## src/rtl/pid2_pkg.sv

```systemverilog
// Shared types and constants of the two-degree-of-freedom PID unit.
`timescale 1ns / 1ps

package pid2_pkg;

    // Datapath widths
    localparam int GAIN_W  = 32;             // gain and multiplier operand width
    localparam int ACC_W   = 48;             // Q32.16 accumulator width
    localparam int TRK_W   = 40;             // Q24.16 derivative tracking width
    localparam int FRAC_W  = 16;             // fractional bits of all Q.16 values
    localparam int SIG_W   = 16;             // signal width
    localparam int DIG_W   = 4;              // multiplier digit per cycle
    localparam int MUL_STEPS = GAIN_W / DIG_W;
    localparam int CNT_W   = $clog2(MUL_STEPS);

    // Register indexes
    localparam logic [2:0] REG_PROP_GAIN   = 3'd0;
    localparam logic [2:0] REG_PROP_WEIGHT = 3'd1;
    localparam logic [2:0] REG_INTEG_GAIN  = 3'd2;
    localparam logic [2:0] REG_WINDUP_GAIN = 3'd3;
    localparam logic [2:0] REG_DERIV_GAIN  = 3'd4;
    localparam logic [2:0] REG_DERIV_ALPHA = 3'd5;
    localparam logic [2:0] REG_OUT_MIN     = 3'd6;
    localparam logic [2:0] REG_OUT_MAX     = 3'd7;

    // Saturation status codes
    localparam logic [1:0] SAT_NONE = 2'd0;
    localparam logic [1:0] SAT_HIGH = 2'd1;
    localparam logic [1:0] SAT_LOW  = 2'd2;

    typedef enum logic [3:0] {
        S_IDLE,
        S_LOAD,
        S_BR,
        S_P,
        S_D,
        S_SUM,
        S_CLAMP,
        S_W,
        S_I,
        S_X,
        S_ACC,
        S_OUT
    } t_state;

    // Request to the serial multiplier
    typedef struct packed {
        logic              start;
        logic [GAIN_W-1:0] k;      // signed multiplier, consumed a digit per cycle
        logic [ACC_W-1:0]  a;      // signed multiplicand
    } t_mul_req;

    // Response of the serial multiplier
    typedef struct packed {
        logic             busy;
        logic             done;    // one-cycle pulse, prod valid with it
        logic [ACC_W-1:0] prod;    // sat48(floor(k * a / 2^16))
    } t_mul_rsp;

endpackage

```

## src/rtl/pid2_serial_mul.sv

```systemverilog
// Digit-serial multiplier: floor(k * a / 2^16) saturated to 48 bits.
`timescale 1ns / 1ps

module pid2_serial_mul
    import pid2_pkg::*;
(
    input  logic     i_clk,
    input  logic     i_rst_n,
    input  t_mul_req i_req,
    output t_mul_rsp o_rsp
);

    localparam int ACCX_W = ACC_W + 6;
    localparam int PP_W   = ACC_W + DIG_W + 1;
    localparam int FULL_W = ACCX_W + GAIN_W - FRAC_W;

    logic                     r_busy;
    logic                     r_fin;
    logic [CNT_W-1:0]         r_cnt;
    logic [GAIN_W-1:0]        r_k;
    logic signed [ACC_W-1:0]  r_a;
    logic signed [ACCX_W-1:0] r_acc;
    logic [GAIN_W-1:0]        r_low;

    logic                     w_last;
    logic signed [DIG_W:0]    w_dig;
    logic signed [PP_W-1:0]   w_pp;
    logic signed [ACCX_W-1:0] w_sum;
    logic [FULL_W-1:0]        w_full;
    logic                     w_fits;

    // top digit of k carries the sign
    assign w_last = (r_cnt == CNT_W'(MUL_STEPS - 1));
    assign w_dig  = w_last ? $signed({r_k[DIG_W-1], r_k[DIG_W-1:0]})
                           : $signed({1'b0, r_k[DIG_W-1:0]});
    assign w_pp   = w_dig * r_a;
    assign w_sum  = r_acc + $signed({w_pp[PP_W-1], w_pp});

    // product = acc * 2^32 + low; drop 16 fraction bits
    assign w_full = {r_acc, r_low[GAIN_W-1:FRAC_W]};
    assign w_fits = (&w_full[FULL_W-1:ACC_W-1]) | ~(|w_full[FULL_W-1:ACC_W-1]);

    always_ff @(posedge i_clk) begin
        if (!i_rst_n) begin
            r_busy <= 1'b0;
            r_fin  <= 1'b0;
            r_cnt  <= '0;
        end else begin
            r_fin <= 1'b0;
            if (i_req.start) begin
                r_busy <= 1'b1;
                r_cnt  <= '0;
            end else if (r_busy) begin
                r_cnt <= r_cnt + 1'b1;
                if (w_last) begin
                    r_busy <= 1'b0;
                    r_fin  <= 1'b1;
                end
            end
        end
    end

    always_ff @(posedge i_clk) begin
        if (i_req.start) begin
            r_k   <= i_req.k;
            r_a   <= $signed(i_req.a);
            r_acc <= '0;
            r_low <= '0;
        end else if (r_busy) begin
            r_k   <= {{DIG_W{1'b0}}, r_k[GAIN_W-1:DIG_W]};
            r_acc <= w_sum >>> DIG_W;
            r_low <= {w_sum[DIG_W-1:0], r_low[GAIN_W-1:DIG_W]};
        end
    end

    always_comb begin
        o_rsp.busy = r_busy;
        o_rsp.done = r_fin;
        if (w_fits) begin
            o_rsp.prod = w_full[ACC_W-1:0];
        end else if (w_full[FULL_W-1]) begin
            o_rsp.prod = {1'b1, {(ACC_W-1){1'b0}}};
        end else begin
            o_rsp.prod = {1'b0, {(ACC_W-1){1'b1}}};
        end
    end

endmodule

```

## src/rtl/pid_2dof_filtered_antiwindup_unit.sv

```systemverilog
// Top level of the two-degree-of-freedom PID unit with back-calculation anti-windup.
`timescale 1ns / 1ps

// Channel   Dir  Handshake                  Payload (lowest bit up)
// s_axis    in   tvalid/tready              tdata: setpoint[15:0], measured[31:16];
//                                           tuser: clear_state
// m_axis    out  tvalid/tready              tdata: drive[15:0], sat_status[17:16], 0 pad
// cfg       in   we (no wait)               addr[2:0] register index, wdata[31:0]
//
// One item at a time. A normal item runs six products one after another through the shared
// digit-serial multiplier, 4 bits of the gain per cycle (8 steps plus start and capture each):
// load first, sum and clamp after the third product, state update and output after the
// sixth. A clear item goes from load straight to output.
// Reset loads the register defaults and zeroes both controller states.
// The result sits in an output register; a stalled output holds only the final
// hand-over, and the next item can be accepted while the result waits.

module pid_2dof_filtered_antiwindup_unit
    import pid2_pkg::*;
#(
    parameter int DERIV_SETPOINT_WEIGHT = 65536    // c in Q1.16, 0 .. 131072
) (
    input  logic        i_clk,
    input  logic        i_rst_n,
    // input items
    input  logic        i_s_axis_tvalid,
    output logic        o_s_axis_tready,
    input  logic [31:0] i_s_axis_tdata,    // setpoint[15:0], measured[31:16]
    input  logic        i_s_axis_tuser,    // clear_state
    // result items
    output logic        o_m_axis_tvalid,
    input  logic        i_m_axis_tready,
    output logic [23:0] o_m_axis_tdata,    // drive[15:0], sat_status[17:16], zero pad
    // configuration writes
    input  logic        i_cfg_we,
    input  logic [2:0]  i_cfg_addr,
    input  logic [31:0] i_cfg_wdata
);

    localparam logic signed [18:0] DSW = 19'(DERIV_SETPOINT_WEIGHT);
    localparam int V_W = 35;                 // c*r - y, Q.16
    localparam int D_W = TRK_W + 1;          // v - w
    localparam int U_W = ACC_W + 2;          // p + i + d

    // configuration
    logic [GAIN_W-1:0]   r_kp;
    logic [GAIN_W-2:0]   r_b;
    logic [GAIN_W-1:0]   r_ki;
    logic [GAIN_W-2:0]   r_ts;
    logic [GAIN_W-1:0]   r_kd;
    logic [16:0]         r_alpha;
    logic [SIG_W-1:0]    r_omin;
    logic [SIG_W-1:0]    r_omax;

    // controller state
    logic [ACC_W-1:0]    r_integ;
    logic [TRK_W-1:0]    r_track;

    // control
    t_state              r_state;
    t_state              n_state;
    logic                r_go;
    logic                n_go;
    logic                r_out_valid;

    // item working registers
    logic [SIG_W-1:0]    r_r;
    logic [SIG_W-1:0]    r_y;
    logic                r_clr;
    logic [V_W-1:0]      r_v;
    logic [D_W-1:0]      r_diff;
    logic [ACC_W-1:0]    r_t;
    logic [ACC_W-1:0]    r_p;
    logic [ACC_W-1:0]    r_d;
    logic [U_W-1:0]      r_u;
    logic [ACC_W-1:0]    r_exc;
    logic [ACC_W-1:0]    r_inc1;
    logic [ACC_W:0]      r_inc2;
    logic [1:0]          r_stat;

    // output register
    logic [SIG_W-1:0]    r_out_drive;
    logic [1:0]          r_out_stat;

    t_mul_req            w_mul_req;
    t_mul_rsp            w_mul_rsp;

    logic signed [V_W-1:0] w_cr;
    logic [V_W-1:0]      w_v;
    logic [SIG_W:0]      w_rmy;
    logic [U_W-1:0]      w_hi;
    logic [U_W-1:0]      w_lo;
    logic [U_W:0]        w_dh;
    logic [U_W:0]        w_dl;
    logic [TRK_W+8:0]    w_trk_sum;
    logic [U_W-1:0]      w_int_sum;
    logic                w_out_load;

    function automatic logic [ACC_W-1:0] sat48_51(input logic [U_W:0] x);
        if ((&x[U_W:ACC_W-1]) | ~(|x[U_W:ACC_W-1])) begin
            return x[ACC_W-1:0];
        end else if (x[U_W]) begin
            return {1'b1, {(ACC_W-1){1'b0}}};
        end else begin
            return {1'b0, {(ACC_W-1){1'b1}}};
        end
    endfunction

    function automatic logic [ACC_W-1:0] sat48_50(input logic [U_W-1:0] x);
        if ((&x[U_W-1:ACC_W-1]) | ~(|x[U_W-1:ACC_W-1])) begin
            return x[ACC_W-1:0];
        end else if (x[U_W-1]) begin
            return {1'b1, {(ACC_W-1){1'b0}}};
        end else begin
            return {1'b0, {(ACC_W-1){1'b1}}};
        end
    endfunction

    function automatic logic [TRK_W-1:0] sat40_49(input logic [TRK_W+8:0] x);
        if ((&x[TRK_W+8:TRK_W-1]) | ~(|x[TRK_W+8:TRK_W-1])) begin
            return x[TRK_W-1:0];
        end else if (x[TRK_W+8]) begin
            return {1'b1, {(TRK_W-1){1'b0}}};
        end else begin
            return {1'b0, {(TRK_W-1){1'b1}}};
        end
    endfunction

    pid2_serial_mul u_mul (
        .i_clk   (i_clk),
        .i_rst_n (i_rst_n),
        .i_req   (w_mul_req),
        .o_rsp   (w_mul_rsp)
    );

    // v = c*r - y, one constant product
    assign w_cr  = DSW * $signed(r_r);
    assign w_v   = w_cr - {{(V_W-SIG_W-FRAC_W){r_y[SIG_W-1]}}, r_y, {FRAC_W{1'b0}}};
    assign w_rmy = {r_r[SIG_W-1], r_r} - {r_y[SIG_W-1], r_y};

    // limits and clamp distances; u > hi when hi - u < 0, u < lo when lo - u > 0
    assign w_hi  = {{(U_W-SIG_W-FRAC_W){r_omax[SIG_W-1]}}, r_omax, {FRAC_W{1'b0}}};
    assign w_lo  = {{(U_W-SIG_W-FRAC_W){r_omin[SIG_W-1]}}, r_omin, {FRAC_W{1'b0}}};
    assign w_dh  = {w_hi[U_W-1], w_hi} - {r_u[U_W-1], r_u};
    assign w_dl  = {w_lo[U_W-1], w_lo} - {r_u[U_W-1], r_u};

    assign w_trk_sum = {{9{r_track[TRK_W-1]}}, r_track}
                     + {w_mul_rsp.prod[ACC_W-1], w_mul_rsp.prod};
    assign w_int_sum = {{2{r_integ[ACC_W-1]}}, r_integ} + {r_inc2[ACC_W], r_inc2};

    assign w_out_load = (r_state == S_OUT) && (!r_out_valid || i_m_axis_tready);

    // next state, multiplier requests and operand selection
    always_comb begin
        n_state         = r_state;
        n_go            = r_go;
        w_mul_req.start = 1'b0;
        w_mul_req.k     = r_kp;
        w_mul_req.a     = {{(ACC_W-D_W){r_diff[D_W-1]}}, r_diff};
        o_s_axis_tready = (r_state == S_IDLE) && i_rst_n;

        case (r_state)
            S_BR: begin
                w_mul_req.k = {1'b0, r_b};
                w_mul_req.a = {{(ACC_W-SIG_W-FRAC_W){r_r[SIG_W-1]}}, r_r, {FRAC_W{1'b0}}};
            end
            S_P: begin
                w_mul_req.k = r_kp;
                w_mul_req.a = r_t - {{(ACC_W-SIG_W-FRAC_W){r_y[SIG_W-1]}}, r_y,
                                     {FRAC_W{1'b0}}};
            end
            S_D: begin
                w_mul_req.k = r_kd;
            end
            S_W: begin
                w_mul_req.k = {{(GAIN_W-17){1'b0}}, r_alpha};
            end
            S_I: begin
                w_mul_req.k = r_ki;
                w_mul_req.a = {{(ACC_W-SIG_W-1-FRAC_W){w_rmy[SIG_W]}}, w_rmy,
                               {FRAC_W{1'b0}}};
            end
            S_X: begin
                w_mul_req.k = {1'b0, r_ts};
                w_mul_req.a = r_exc;
            end
            default: begin
            end
        endcase

        case (r_state)
            S_IDLE: begin
                if (i_s_axis_tvalid) begin
                    n_state = S_LOAD;
                end
            end
            S_LOAD: begin
                n_state = r_clr ? S_OUT : S_BR;
            end
            S_BR, S_P, S_D, S_W, S_I, S_X: begin
                if (!r_go) begin
                    w_mul_req.start = 1'b1;
                    n_go            = 1'b1;
                end else if (w_mul_rsp.done) begin
                    n_go = 1'b0;
                    case (r_state)
                        S_BR:    n_state = S_P;
                        S_P:     n_state = S_D;
                        S_D:     n_state = S_SUM;
                        S_W:     n_state = S_I;
                        S_I:     n_state = S_X;
                        default: n_state = S_ACC;
                    endcase
                end
            end
            S_SUM: begin
                n_state = S_CLAMP;
            end
            S_CLAMP: begin
                n_state = S_W;
            end
            S_ACC: begin
                n_state = S_OUT;
            end
            S_OUT: begin
                if (w_out_load) begin
                    n_state = S_IDLE;
                end
            end
            default: begin
                n_state = S_IDLE;
            end
        endcase
    end

    always_ff @(posedge i_clk) begin
        if (!i_rst_n) begin
            r_state <= S_IDLE;
            r_go    <= 1'b0;
        end else begin
            r_state <= n_state;
            r_go    <= n_go;
        end
    end

    // configuration registers
    always_ff @(posedge i_clk) begin
        if (!i_rst_n) begin
            r_kp    <= 32'd65536;
            r_b     <= 31'd65536;
            r_ki    <= '0;
            r_ts    <= '0;
            r_kd    <= '0;
            r_alpha <= 17'd65536;
            r_omin  <= 16'h8000;
            r_omax  <= 16'h7FFF;
        end else if (i_cfg_we) begin
            case (i_cfg_addr)
                REG_PROP_GAIN:   r_kp    <= i_cfg_wdata;
                REG_PROP_WEIGHT: r_b     <= i_cfg_wdata[GAIN_W-2:0];
                REG_INTEG_GAIN:  r_ki    <= i_cfg_wdata;
                REG_WINDUP_GAIN: r_ts    <= i_cfg_wdata[GAIN_W-2:0];
                REG_DERIV_GAIN:  r_kd    <= i_cfg_wdata;
                REG_DERIV_ALPHA: r_alpha <= i_cfg_wdata[16:0];
                REG_OUT_MIN:     r_omin  <= i_cfg_wdata[SIG_W-1:0];
                REG_OUT_MAX:     r_omax  <= i_cfg_wdata[SIG_W-1:0];
                default: begin
                end
            endcase
        end
    end

    // controller state: integrator and derivative tracking
    always_ff @(posedge i_clk) begin
        if (!i_rst_n) begin
            r_integ <= '0;
            r_track <= '0;
        end else begin
            if (r_state == S_LOAD && r_clr) begin
                r_integ <= '0;
                r_track <= '0;
            end
            // derivative track moves only with a nonzero derivative gain
            if (r_state == S_W && r_go && w_mul_rsp.done && (r_kd != '0)) begin
                r_track <= sat40_49(w_trk_sum);
            end
            // integrator and back-calculation both held when Ki is zero
            if (r_state == S_ACC && (r_ki != '0)) begin
                r_integ <= sat48_50(w_int_sum);
            end
        end
    end

    // item datapath
    always_ff @(posedge i_clk) begin
        case (r_state)
            S_IDLE: begin
                if (i_s_axis_tvalid) begin
                    r_r   <= i_s_axis_tdata[SIG_W-1:0];
                    r_y   <= i_s_axis_tdata[2*SIG_W-1:SIG_W];
                    r_clr <= i_s_axis_tuser;
                end
            end
            S_LOAD: begin
                r_v <= w_v;
                if (r_clr) begin
                    r_u    <= '0;
                    r_stat <= SAT_NONE;
                end
            end
            S_BR: begin
                r_diff <= {{(D_W-V_W){r_v[V_W-1]}}, r_v} - {r_track[TRK_W-1], r_track};
                if (r_go && w_mul_rsp.done) begin
                    r_t <= w_mul_rsp.prod;
                end
            end
            S_P: begin
                if (r_go && w_mul_rsp.done) begin
                    r_p <= w_mul_rsp.prod;
                end
            end
            S_D: begin
                if (r_go && w_mul_rsp.done) begin
                    r_d <= (r_kd == '0) ? '0 : w_mul_rsp.prod;
                end
            end
            S_SUM: begin
                r_u <= {{2{r_p[ACC_W-1]}}, r_p} + {{2{r_integ[ACC_W-1]}}, r_integ}
                     + {{2{r_d[ACC_W-1]}}, r_d};
            end
            S_CLAMP: begin
                // high test first, so with inverted limits a result above out_max clamps high
                if (w_dh[U_W]) begin
                    r_exc  <= sat48_51(w_dh);
                    r_u    <= w_hi;
                    r_stat <= SAT_HIGH;
                end else if (!w_dl[U_W] && (w_dl != '0)) begin
                    r_exc  <= sat48_51(w_dl);
                    r_u    <= w_lo;
                    r_stat <= SAT_LOW;
                end else begin
                    r_exc  <= '0;
                    r_stat <= SAT_NONE;
                end
            end
            S_I: begin
                if (r_go && w_mul_rsp.done) begin
                    r_inc1 <= w_mul_rsp.prod;
                end
            end
            S_X: begin
                if (r_go && w_mul_rsp.done) begin
                    r_inc2 <= {r_inc1[ACC_W-1], r_inc1}
                            + {w_mul_rsp.prod[ACC_W-1], w_mul_rsp.prod};
                end
            end
            default: begin
            end
        endcase
    end

    // output register
    always_ff @(posedge i_clk) begin
        if (!i_rst_n) begin
            r_out_valid <= 1'b0;
        end else if (w_out_load) begin
            r_out_valid <= 1'b1;
        end else if (i_m_axis_tready) begin
            r_out_valid <= 1'b0;
        end
    end

    always_ff @(posedge i_clk) begin
        if (w_out_load) begin
            r_out_drive <= r_u[FRAC_W+SIG_W-1:FRAC_W];
            r_out_stat  <= r_stat;
        end
    end

    assign o_m_axis_tvalid = r_out_valid;
    assign o_m_axis_tdata  = {6'b0, r_out_stat, r_out_drive};

    // multiplier is never restarted mid-product
    a_mul_start_idle: assert property (@(posedge i_clk) disable iff (!i_rst_n)
        w_mul_req.start |-> !w_mul_rsp.busy)
        else $error("multiplier started while busy");

    // a new item never arrives while a product is in flight
    a_accept_mul_idle: assert property (@(posedge i_clk) disable iff (!i_rst_n)
        (i_s_axis_tvalid && o_s_axis_tready) |-> !w_mul_rsp.busy)
        else $error("item accepted while multiplier busy");

    // a clamped result sits exactly on its limit
    a_clamp_high: assert property (@(posedge i_clk) disable iff (!i_rst_n)
        (r_out_valid && r_out_stat == SAT_HIGH) |-> (r_out_drive == r_omax))
        else $error("high clamp does not match out_max");

    a_clamp_low: assert property (@(posedge i_clk) disable iff (!i_rst_n)
        (r_out_valid && r_out_stat == SAT_LOW) |-> (r_out_drive == r_omin))
        else $error("low clamp does not match out_min");

endmodule
```

## config.mk

```make
export PLATFORM = sky130hd
export DESIGN_NAME = pid_2dof_filtered_antiwindup_unit
export DESIGN_NICKNAME = d
export VERILOG_FILES = /design/src/rtl/pid2_pkg.sv /design/src/rtl/pid2_serial_mul.sv /design/src/rtl/pid_2dof_filtered_antiwindup_unit.sv
export SDC_FILE = /design/constraint.sdc
export NUM_CORES = 2
export LEC_CHECK = 0
export BUFFER_PORTS_ARGS = -buffer_cell sky130_fd_sc_hd__buf_4
export CORE_MARGIN = 3
export CORE_UTILIZATION = 50
export DETAILED_ROUTE_END_ITERATION = 6
export PLACE_DENSITY = 0.66
export SYNTH_ARGS = -nofsm -noshare
export SYNTH_HDL_FRONTEND = slang
export SYNTH_HIERARCHICAL = 1
export SYNTH_SLANG_ARGS = --single-unit
```

## constraint.sdc

```tcl
create_clock -name i_clk -period 18.27 [get_ports i_clk]
set_input_delay 0.9135 -clock i_clk [delete_from_list [all_inputs] [get_ports i_clk]]
set_output_delay 0.9135 -clock i_clk [all_outputs]
set_load 0.02 [all_outputs]
```

==> qor.txt <==
Status: completed
Avg Inst Size Synth: 9.28 um2
End-of-flow core utilization: 0.553
Worst-path fanout max: 48
Post-Syn Area: 62600 um2
Num ports: 99
Data arrival, critical path: 7420 ps
Gpl congestion: 0.975
Post-layout nets: 7495
Grt total ovfl: 0
Die X: 360 um
Clock transition at path regs: 70 ps
TritonCTS clock tree: yes
Post-route antenna net violation count: 0
Slew @ Worst Pin: 1150 ps
Detailed Route WL: 193000 um
Core footprint: 124000 um2
Port bufs: 92
Area post-placement: 65000 um2
Clock Root Buffer: clkbuf_16
Layout cell share with drive strength beyond 1: 0.0717
Number of H-tree levels: 3
Crit path required time: 18860 ps
First-pass GRT wire length: 295000 um
Synth warnings: 6
Setup total negative slack: 0 ps
# rows: 129
Clk sink count: 902
DRC Markers: 0
Max-slew headroom: 0.233
Most common cell after layout, fill and taps aside: nand2_1
Die Area: 129000 um2
Clock Latency Late Sink: 740 ps
Post-synthesis instance total: 6739
Hold_buf cts: 0
Area grow syn2layout: 9.50%
Crit path from: u_mul/r_acc[38]
Pin count of the biggest net entering global routing: 123
Clock skew: 38.7 ps
Routed vias/inst: 6.02
1st-pass router iterations: 7
Critical R2R Launch: u_mul/r_acc[38]
Post_cts resized: 0
Critical path launch point type: flop
Final hold vios: 0
Most frequent cells in the layout: nand2_1 (817), a21oi_1 (556), edfxtp_1 (530)
Hold Path Class: primary input to flop
CP Capture Type: flop
Postcts setup bufs: 0
Min-delay src: i_s_axis_tdata[12]
Max cap viols: 0
Post-DR wirelength/cell: 22.9 um
RSZ-0062 raised after global routing: false
Post-layout min period: 6830 ps
DR iter-0 viols: 5691
Fin area: 68500 um2
Max clock buf depth: 3
Initial antenna violation count: 22
Vias in the first global route: 49100
Total GRT Usage: 0.292
Achievable frequency: 0.146 GHz
Final setup fails: 0
CTS Buf Count: 101
Final Slew Violations: 0
Final worst-path cycle share: 0.374
Setup CP Type: flop to flop
Via count: 50900
Die H: 360 um
Effective utilization at floorplan: 0.505
Half-perimeter wire length after placement: 142000 um
## flip-flops by register name, summed over array words and instances (netlist names), 17 cells and up
register / cells
u_mul/r_k: 32
r_ki: 32
r_exc: 48
r_integ: 48
r_inc1: 48
r_track: 40
r_kd: 32
u_mul/r_acc: 50
r_b: 31
r_p: 48
r_kp: 32
r_u: 50
r_diff: 41
r_alpha: 17
u_mul/r_a: 48
r_v: 17
r_d: 48
r_t: 48
r_ts: 31
r_inc2: 49
## metal layers
layer / wire length (um) / track usage
met1: 82500 / 0.400
met2: 87000 / 0.464
met3: 15800 / 0.0512
met4: 8120 / 0.111
met5: 43 / 0
## worst paths after layout
path / cells after the start / endpoint / slack, ps
setup / recovery: 23 / r_track[15] / 11440
hold / removal: 1 / r_r[12] / 350
setup reg to reg: 23 / r_track[15] / 11440
hold reg to reg: 0 / r_out_stat[0] / 420
## metrics by stage
| stage | hold WS, ps | setup WS [ps] | cells |
|---|---|---|---|
| global route | 312 | 11040 | 8453 |
| detailed placement | 409 | 11570 | 8262 |
| CTS | 297 | 11530 | 8453 |
| floorplan | 400 | 10730 | 6744 |
| finish | 348 | 11440 | 8457 |
| global placement | 424 | 11700 | 8262 |
## worst max-delay path, cell delays in order, from the launching register on
cell	delay [ps]
dfxtp_1	350
nor4_1	420
nand4_1	170
o41ai_2	230
buf_4	540
nor2_4	30
buf_4	320
a21o_1	300
ha_1	260
fa_1	440
a211oi_1	250
o21bai_1	200
o221ai_2	330
a2111oi_4	140
o211ai_2	290
a21oi_2	110
or2_1	330
o311ai_0	520
o2111ai_1	180
or4_1	430
o21a_1	120
buf_4	260
o21ba_1	300
o21ai_1	60
## layout make-up
type	instances	area [um2]
sequential	902	23400
tap	1637	2050
multi-input combinational	5056	36400
antenna	4	10.0
fill	11100	55400
clock buffer	130	2790
timing repair buffer	180	1360
inverter	487	1830
clock inverter	61	728
Power is not shown: default switching activity piles up to over one toggle a cycle in this logic, so the estimate is an artifact.
